[src/hdl/chb_pkg.sv]
// Package for the color histogram back-projection block.
// Holds sizes, request and operation codes, queue entry types and index helpers.
// Depends on nothing; every other file of the block but chb_ram uses it.
`default_nettype none

package chb_pkg;

   // Sizes of the pixel fields and of the bin store.
   localparam int LEVEL_BITS   = 8;
   localparam int CHANNEL_BITS = 6;
   localparam int BIN_BITS     = 16;
   localparam int VALUE_BITS   = 16;
   localparam int WEIGHT_BITS  = 16;
   localparam int INDEX_BITS   = 3 * CHANNEL_BITS;
   localparam int BIN_COUNT    = 1 << INDEX_BITS;

   // Depths of the work queue and of the result queue.
   localparam int QUEUE_DEPTH = 2;
   localparam int QPTR_BITS   = (QUEUE_DEPTH > 1) ? $clog2(QUEUE_DEPTH) : 1;
   localparam int QCNT_BITS   = $clog2(QUEUE_DEPTH + 1);

   localparam logic [WEIGHT_BITS-1:0] WEIGHT_MAX = '1;
   localparam logic [BIN_BITS-1:0]    BIN_MAX    = '1;

   // Request codes as they arrive on the input port.
   localparam logic [1:0] REQ_ACCUM   = 2'd0;
   localparam logic [1:0] REQ_PROJECT = 2'd1;
   localparam logic [1:0] REQ_WRITE   = 2'd2;

   // Operation carried from the front end to the back end.
   typedef enum logic [1:0] {
      OP_ACCUM   = 2'd0,
      OP_PROJECT = 2'd1,
      OP_WRITE   = 2'd2
   } op_type;

   // One classified request waiting for the back end.
   typedef struct packed {
      op_type                 op;
      logic [INDEX_BITS-1:0]  index;
      logic [BIN_BITS-1:0]    value;
      logic                   frame_end;
   } item_type;

   // One finished back-projection result.
   typedef struct packed {
      logic [WEIGHT_BITS-1:0] weight;
      logic                   frame_done;
   } result_type;

   // Bin index: top bits of red, then green, then blue.
   function automatic logic [INDEX_BITS-1:0] bin_index(
      input logic [LEVEL_BITS-1:0] red,
      input logic [LEVEL_BITS-1:0] green,
      input logic [LEVEL_BITS-1:0] blue
   );
      return {red[LEVEL_BITS-1 -: CHANNEL_BITS],
              green[LEVEL_BITS-1 -: CHANNEL_BITS],
              blue[LEVEL_BITS-1 -: CHANNEL_BITS]};
   endfunction

   // Write value fitted to the bin width (masked or zero extended).
   function automatic logic [BIN_BITS-1:0] value_to_bin(input logic [VALUE_BITS-1:0] value);
      logic [BIN_BITS+VALUE_BITS-1:0] wide;
      wide = (BIN_BITS + VALUE_BITS)'(value);
      return wide[BIN_BITS-1:0];
   endfunction

   // Bin count to output weight, saturating when bins are wider than the weight.
   function automatic logic [WEIGHT_BITS-1:0] bin_to_weight(input logic [BIN_BITS-1:0] count);
      logic [BIN_BITS+WEIGHT_BITS-1:0] wide;
      wide = (BIN_BITS + WEIGHT_BITS)'(count);
      if (wide > (BIN_BITS + WEIGHT_BITS)'(WEIGHT_MAX)) begin
         return WEIGHT_MAX;
      end
      return wide[WEIGHT_BITS-1:0];
   endfunction

endpackage

`default_nettype wire

[src/hdl/chb_front.sv]
// Front end: accepts requests, classifies them and queues them for the back end.
// Depends on chb_pkg.
`default_nettype none

module chb_front (
   input  wire logic                                 clock,
   input  wire logic                                 reset,
   input  wire logic                                 push,
   output logic                                      full,
   input  wire logic [1:0]                           req_type,
   input  wire logic [chb_pkg::LEVEL_BITS-1:0]       req_blue_level,
   input  wire logic [chb_pkg::LEVEL_BITS-1:0]       req_green_level,
   input  wire logic [chb_pkg::LEVEL_BITS-1:0]       req_red_level,
   input  wire logic [chb_pkg::VALUE_BITS-1:0]       req_bin_value,
   input  wire logic                                 req_frame_end,
   input  wire logic                                 clear_busy,
   input  wire logic                                 q_pop,
   output logic                                      q_valid,
   output chb_pkg::item_type                         q_head
);

   import chb_pkg::*;

   item_type               entries_ff [QUEUE_DEPTH];
   logic [QPTR_BITS-1:0]   wr_ptr_ff, wr_ptr_in;
   logic [QPTR_BITS-1:0]   rd_ptr_ff, rd_ptr_in;
   logic [QCNT_BITS-1:0]   count_ff, count_in;
   logic                   accepted;
   logic                   enqueue;
   logic                   dequeue;
   item_type               new_item;

   // Classify the request; the unused request code is dropped here.
   always_comb begin
      new_item.op        = OP_ACCUM;
      new_item.index     = bin_index(req_red_level, req_green_level, req_blue_level);
      new_item.value     = value_to_bin(req_bin_value);
      new_item.frame_end = req_frame_end;
      enqueue            = 1'b0;
      unique case (req_type)
         REQ_ACCUM: begin
            new_item.op = OP_ACCUM;
            enqueue     = accepted;
         end
         REQ_PROJECT: begin
            new_item.op = OP_PROJECT;
            enqueue     = accepted;
         end
         REQ_WRITE: begin
            new_item.op = OP_WRITE;
            enqueue     = accepted;
         end
         default: begin
            enqueue = 1'b0;
         end
      endcase
   end

   // Input transfer and queue bookkeeping.
   assign full     = clear_busy || (count_ff == QCNT_BITS'(QUEUE_DEPTH));
   assign accepted = push && !full;
   assign q_valid  = (count_ff != '0);
   assign dequeue  = q_pop && q_valid;
   assign q_head   = entries_ff[rd_ptr_ff];

   always_comb begin
      wr_ptr_in = wr_ptr_ff;
      rd_ptr_in = rd_ptr_ff;
      count_in  = count_ff;
      if (enqueue) begin
         wr_ptr_in = (wr_ptr_ff == QPTR_BITS'(QUEUE_DEPTH - 1)) ? '0 : wr_ptr_ff + 1'b1;
      end
      if (dequeue) begin
         rd_ptr_in = (rd_ptr_ff == QPTR_BITS'(QUEUE_DEPTH - 1)) ? '0 : rd_ptr_ff + 1'b1;
      end
      if (enqueue && !dequeue) begin
         count_in = count_ff + 1'b1;
      end else if (dequeue && !enqueue) begin
         count_in = count_ff - 1'b1;
      end
   end

   always_ff @(posedge clock) begin
      if (reset) begin
         wr_ptr_ff <= '0;
         rd_ptr_ff <= '0;
         count_ff  <= '0;
      end else begin
         wr_ptr_ff <= wr_ptr_in;
         rd_ptr_ff <= rd_ptr_in;
         count_ff  <= count_in;
      end
   end

   // Queue storage.
   always_ff @(posedge clock) begin
      if (enqueue) begin
         entries_ff[wr_ptr_ff] <= new_item;
      end
   end

endmodule

`default_nettype wire

[config.mk]
export PLATFORM = sky130hd
export DESIGN_NAME = chb_front
export DESIGN_NICKNAME = d
export VERILOG_FILES = /design/src/hdl/chb_pkg.sv /design/src/hdl/chb_front.sv
export SDC_FILE = /design/constraint.sdc
export NUM_CORES = 1
export LEC_CHECK = 0
export BUFFER_PORTS_ARGS = -buffer_cell sky130_fd_sc_hd__clkbuf_2
export CAP_MARGIN = 5
export CORE_ASPECT_RATIO = 0.7
export CORE_MARGIN = 8
export CORE_UTILIZATION = 46
export DETAILED_ROUTE_END_ITERATION = 8
export GPL_ROUTABILITY_DRIVEN = 0
export PLACE_DENSITY_LB_ADDON = 0.3
export SLEW_MARGIN = 20
export SYNTH_ARGS = -nofsm -noshare
export SYNTH_HDL_FRONTEND = slang
export SYNTH_SLANG_ARGS = --single-unit
[constraint.sdc]
create_clock -name clock -period 3.68 [get_ports clock]
set_input_delay 0.552 -clock clock [delete_from_list [all_inputs] [get_ports clock]]
set_output_delay 0.552 -clock clock [all_outputs]
set_load 0.03 [all_outputs]
==> impl_metrics.csv, run 1 <==
group,metric,value,unit
clock_tree,clk_latency,340,ps
global_route,track_usage,0.119,
critical_path,critPathTopFamily,"flip-flops",
floorplan,start_util,0.474,
critical_path,worst_r2r_path_depth,3,
logic_synthesis,synth_edf_count,74,
timing,period_share,0.665,
power,irDropWorstVdd,0.000354,V
logic_synthesis,async_flop_share,0,
power,internal_power,1.69,mW
critical_path,critPathRequiredTime,3130,ps
timing,max_freq,409,MHz
power,p_sw,0.769,mW
place,dp_worst_setup_slack,1340,ps
timing,slew_violations,0,
run_status,run_status,"complete, no violations",
timing,holdWs,396,ps
final_layout,utilization,0.586,
power,clkPwrFrac,0.269,
global_route,gr-total-overflow,0,
critical_path,cp.depth,2,
power,p_comb_frac,0.267,
timing,setup_slack,1230,ps
critical_path,critPathBufInv,1,
clock_tree,cts_tree,"built",
logic_synthesis,synth_area_per_cell,20.5,um2
logic_synthesis,synth.most_common_cell,"edfxtp_1",
hold_path,hold_depth,1,
logic_synthesis,yosysTopAreaCellShare,0.758,
critical_path,critical_path.startpoint_type,"flop",
place,place_hpwl,3540,um
floorplan,die-area,9220,um2
route,detail-route-antenna-nets,0,
floorplan,die_y,82.8,um
clock_tree,cts_setup_buffers,0,
flow_run,maxCapViolCount,0,
floorplan,design.core.area,6190,um2
timing,setup_violations,0,
logic_synthesis,syn_area,2930,um2
hold_path,min_path_type,"in -> reg",
global_route,grt_pass1_vias,1712,
critical_path,slowest_stage,"dfxtp_2",
clock_tree,cts_max_path_buffers,2,
logic_synthesis,synth_top_area_cell,"edfxtp_1",
logic_synthesis,ys_ff_latch,79,
critical_path,crit_type,"reg -> out",
timing,grt_setup_unrepaired,"no",
timing,max_slew_margin,0.383,
logic_synthesis,synthCells,143,
clock_tree,post_cts_resized,0,
power,powerDensity,678,nW/um2
critical_path,crit_fanout,37,
logic_synthesis,yosysSeqAreaShare,0.792,
clock_tree,cts.htree.levels,3,
timing,setup_tns,0,ps
place,io_buffers,80,
global_route,grt_pass1_wl,8340,um
route,postRouteWirelength,5410,um
route,viasPerCell,4.95,
clock_tree,path_clk_slew,80,ps
critical_path,r2r_setup_slack,1730,ps
final_layout,antenna_cells,0,
logic_synthesis,synthTopCellsByCount,"edfxtp_1 (74), mux2_2 (37), dfxtp_1 (5), nor2_1 (4)",
power,power,2.46,mW
power,p_leak,1.37,nW
critical_path,max_stage_delay,910,ps
logic_synthesis,yosysWarningCount,0,
final_layout,num-nets-final,280,
floorplan,fp.dieW,111,um
power,seqPwrFrac,0.464,
clock_tree,cts_hold_buffers,0,
final_layout,nFillCells,506,
route,drcViolationCount,0,
critical_path,endpoint_kind,"primary output",
clock_tree,cts_inserted_buffers,9,
global_route,antenna_found_initial,0,
floorplan,ios,87,
timing,min_period,2450,ps
final_layout,area_delta_synth_final,23.7,%
critical_path,cp_data_arrival_time,1900,ps
logic_synthesis,yosys.cell_types.count,19,
route,drt_iter0_markers,54,
timing,clock_skew,4.85,ps
route,firstDrtPassIters,4,
floorplan,rows,24,
logic_synthesis,synth_nets,192,
logic_synthesis,synth_ff_type,"edfxtp_1",
timing,hold_viol_final,0,
global_route,grt_max_degree,38,
logic_synthesis,synth_area_leaders,"edfxtp_1 (76%), mux2_2 (14%), dfxtp_1 (3.4%)",
clock_tree,cts-root-buf,"clkbuf_8",
clock_tree,cts_sinks,79,
power,p_sw_frac,0.313,
route,wl_per_cell,17.2,um
timing,worst_slew_pin_slew,926,ps
critical_path,cp_cell_sequence,"mux2_2 > clkbuf_2",
final_layout,drive_gt1_frac,0.576,
route,vias,1555,
## layout make-up
cell class                 count  area (um2)  share of cell area
clock buffer                  11         131              0.0362
clock inverter                 5        72.6              0.0200
timing repair buffer          81         408               0.112
multi-input combinational     60         593               0.164
tap                           78        97.6              0.0269
sequential                    79        2320               0.641
## worst reg2reg max path, delay by kind of cell, from the launching register on
kind	cells	cell delay [ps]
AND/OR/NAND/NOR	3	1170
flip-flops	1	410
## path summary, 6_finish.rpt
kind	from	to
max	flop	q_head[22]
min	req_blue_level[5]	entries_ff[1][20]
max reg2reg	count_ff[0]	entries_ff[1][14]
min reg2reg	rd_ptr_ff	flop
## sequential cells by signal, indices dropped and copies added, names as in the netlist, named ones only
name / flops
wr_ptr_ff: 1
count_ff: 2
entries_ff: 74
rd_ptr_ff: 1
## stage by stage
step	cell area (um2)	std cells
3_5_place_dp	3420	298
6_report	3630	314
4_1_cts	3630	314
3_3_place_gp	3420	298
2_1_floorplan	2940	143
5_1_grt	3630	314
## cells by family after synthesis
group / share of synthesized area
AOI/OAI and AO/OA: 0.00854
xor gates and xnor gates: 0.00897
adders and majority gates: 0.00427
buffers and inverters: 0.00939
DFF: 0.792
muxes: 0.146
and+or+nand+nor: 0.0303
## placed cells by master, fill, tap and decap left out
cell and instances:
xor2_1 3, dfxtp_2 1, or3_1 1, and2_2 1, clkbuf_8 9, nor2b_1 3
or2_2 1, a21bo_2 1, edfxtp_1 74, clkinv_2 1, dfxtp_1 4, bufinv_16 2
mux2_1 1, nand2b_1 2, clkinv_1 2, buf_4 1, a21oi_1 1, nor3b_4 1
clkbuf_2 80, clkbuf_1 2, nor2_1 4, o21ai_0 2, nor3_4 1, mux2_2 37
ha_1 1
## power by group through the flow
stage          clock network [mW]  logic (mW)  registers (mW)
5_1_grt                     0.717       0.696            1.16
2_1_floorplan                   0       0.551            1.09
3_3_place_gp                    0       0.659            1.16
3_5_place_dp                    0       0.665            1.17
4_1_cts                     0.681       0.668            1.15
6_report                    0.661       0.657            1.14
## layer usage
metal | GRT usage | wire length [um] | part of all wire | vias to the layer above
met2 | 0.197 | 2580 | 0.48 | 59
met3 | 0.0682 | 479 | 0.089 | 8
met5 | 0 | 0 | 0 | -
met4 | 0.0437 | 57 | 0.011 | 0
met1 | 0.128 | 2290 | 0.42 | 758
li1 | - | - | - | 730
No activity file was read; power rests on OpenSTA's default activity.
==> run 2: changes to the inputs <==
==> constraint.sdc (replaced) <==
create_clock -name clock -period 2.1 [get_ports clock]
set_input_delay 0.315 -clock clock [delete_from_list [all_inputs] [get_ports clock]]
set_output_delay 0.315 -clock clock [all_outputs]
set_load 0.03 [all_outputs]
==> impl_metrics.csv, run 2 (synthesis gave the netlist of run 1 again) <==
group,metric,value,unit
clock_tree,cts_setup_buffers,0,
timing,clock_skew,7.04,ps
clock_tree,cts_inserted_buffers,9,
critical_path,slowest_stage,"mux2_2",
hold_path,hold_depth,1,
global_route,grt_pass1_vias,1682,
place,postPlaceCellArea,3460,um2
final_layout,largest_reg_flops,74,
final_layout,largest-register,"entries_ff",
final_layout,stdcell_area,3680,um2
timing,max_freq,548,MHz
critical_path,critPathTopFamily,"buffers and inverters",
critical_path,worst_r2r_path_depth,5,
critical_path,cp_data_arrival_time,1510,ps
final_layout,antenna_cells,0,
floorplan,rows,24,
power,powerDensity,1180,nW/um2
hold_path,min_path_type,"in -> reg",
flow_run,maxCapViolCount,0,
final_layout,area_delta_synth_final,25.4,%
power,irDropWorstVdd,0.000586,V
clock_tree,cts_max_path_buffers,2,
timing,setup_violations,0,
timing,holdWs,162,ps
clock_tree,post_cts_resized,0,
floorplan,design.core.area,6190,um2
place,place_inst,303,
clock_tree,cts_tree,"built",
critical_path,cp.depth,3,
global_route,gr-total-overflow,0,
clock_tree,cts_hold_buffers,0,
timing,max_slew_margin,0.790,
route,drcViolationCount,0,
final_layout,nFillCells,483,
timing,period_share,0.870,
power,p_leak,1.39,nW
critical_path,crit_fanout,21,
route,wl_per_cell,15.5,um
place,io_buffers,80,
critical_path,critPathBufInv,2,
final_layout,utilization,0.594,
global_route,grt_pass1_wl,7860,um
route,viasPerCell,4.75,
critical_path,cp_cell_sequence,"buf_4 > mux2_2 > clkbuf_2",
floorplan,die-area,9220,um2
final_layout,fin_cells,319,
route,firstDrtPassIters,4,
run_status,run_status,"complete, no violations",
timing,min_period,1830,ps
clock_tree,cts-root-buf,"clkbuf_8",
route,vias,1514,
route,detail-route-antenna-nets,0,
timing,worst_slew_pin_slew,312,ps
place,place_hpwl,3540,um
clock_tree,cts.htree.levels,3,
floorplan,fp.dieW,111,um
critical_path,critPathRequiredTime,1780,ps
floorplan,ios,87,
final_layout,drive_gt1_frac,0.598,
floorplan,start_util,0.474,
clock_tree,path_clk_slew,80,ps
critical_path,r2r_setup_slack,440,ps
final_layout,layout_common_cells,"clkbuf_2 (80), edfxtp_1 (74), mux2_2 (37)",
timing,slew_violations,0,
global_route,antenna_found_initial,0,
route,drt_iter0_markers,51,
clock_tree,cts_sinks,79,
critical_path,endpoint_kind,"primary output",
timing,hold_viol_final,0,
final_layout,reg.largest.list,"entries_ff (74), count_ff (2)",
critical_path,crit_type,"reg -> out",
final_layout,final_common_cell,"clkbuf_2",
timing,grt_setup_unrepaired,"no",
clock_tree,clk_latency,330,ps
global_route,grt_max_degree,23,
floorplan,die_y,82.8,um
route,postRouteWirelength,4950,um
timing,setup_tns,0,ps
global_route,track_usage,0.113,
critical_path,critical_path.startpoint_type,"flop",
critical_path,max_stage_delay,390,ps
final_layout,num-nets-final,285,
[run 2: power by group]
| group | switching (mW) | leakage [nW] | internal (mW) | total [mW] |
|---|---|---|---|---|
| registers | 0.0392 | 0.717 | 1.85 | 1.89 |
| clock network | 0.497 | 0.0958 | 0.670 | 1.17 |
| logic | 0.807 | 0.572 | 0.474 | 1.28 |
| total | 1.34 | 1.39 | 2.99 | 4.34 |
[run 2: metrics by stage]
stage / power, mW / setup WS (ps)
2_1_floorplan: 2.89 / -6.80
3_3_place_gp: 3.22 / 366
3_5_place_dp: 3.23 / 346
4_1_cts: 4.41 / 234
5_1_grt: 4.56 / 183
6_report: 4.34 / 274
[run 2: path summary, 6_finish.rpt]
path                                   startpoint                end
worst max-delay path                         flop         q_head[18]
worst min-delay path            req_blue_level[4]  entries_ff[0][19]
worst max register to register        count_ff[0]        count_ff[1]
worst min register to register          rd_ptr_ff          rd_ptr_ff
[run 2: final cells by class]
class,instances,area (um2),share of cell area
clock buffers,11,131,0.0357
clock inverters,5,82.6,0.0225
multi-input cells,60,596,0.162
flip-flops and latches,79,2320,0.632
well taps,78,97.6,0.0265
repair buffers,86,445,0.121
[run 2: per-layer routing]
layer / GRT usage / vias to the layer above / part of all wire
met5: 0 / - / 0
met4: 0.0358 / 0 / 0.0099
met3: 0.0754 / 7 / 0.10
met2: 0.173 / 59 / 0.45
met1: 0.126 / 710 / 0.44
li1: - / 738 / -
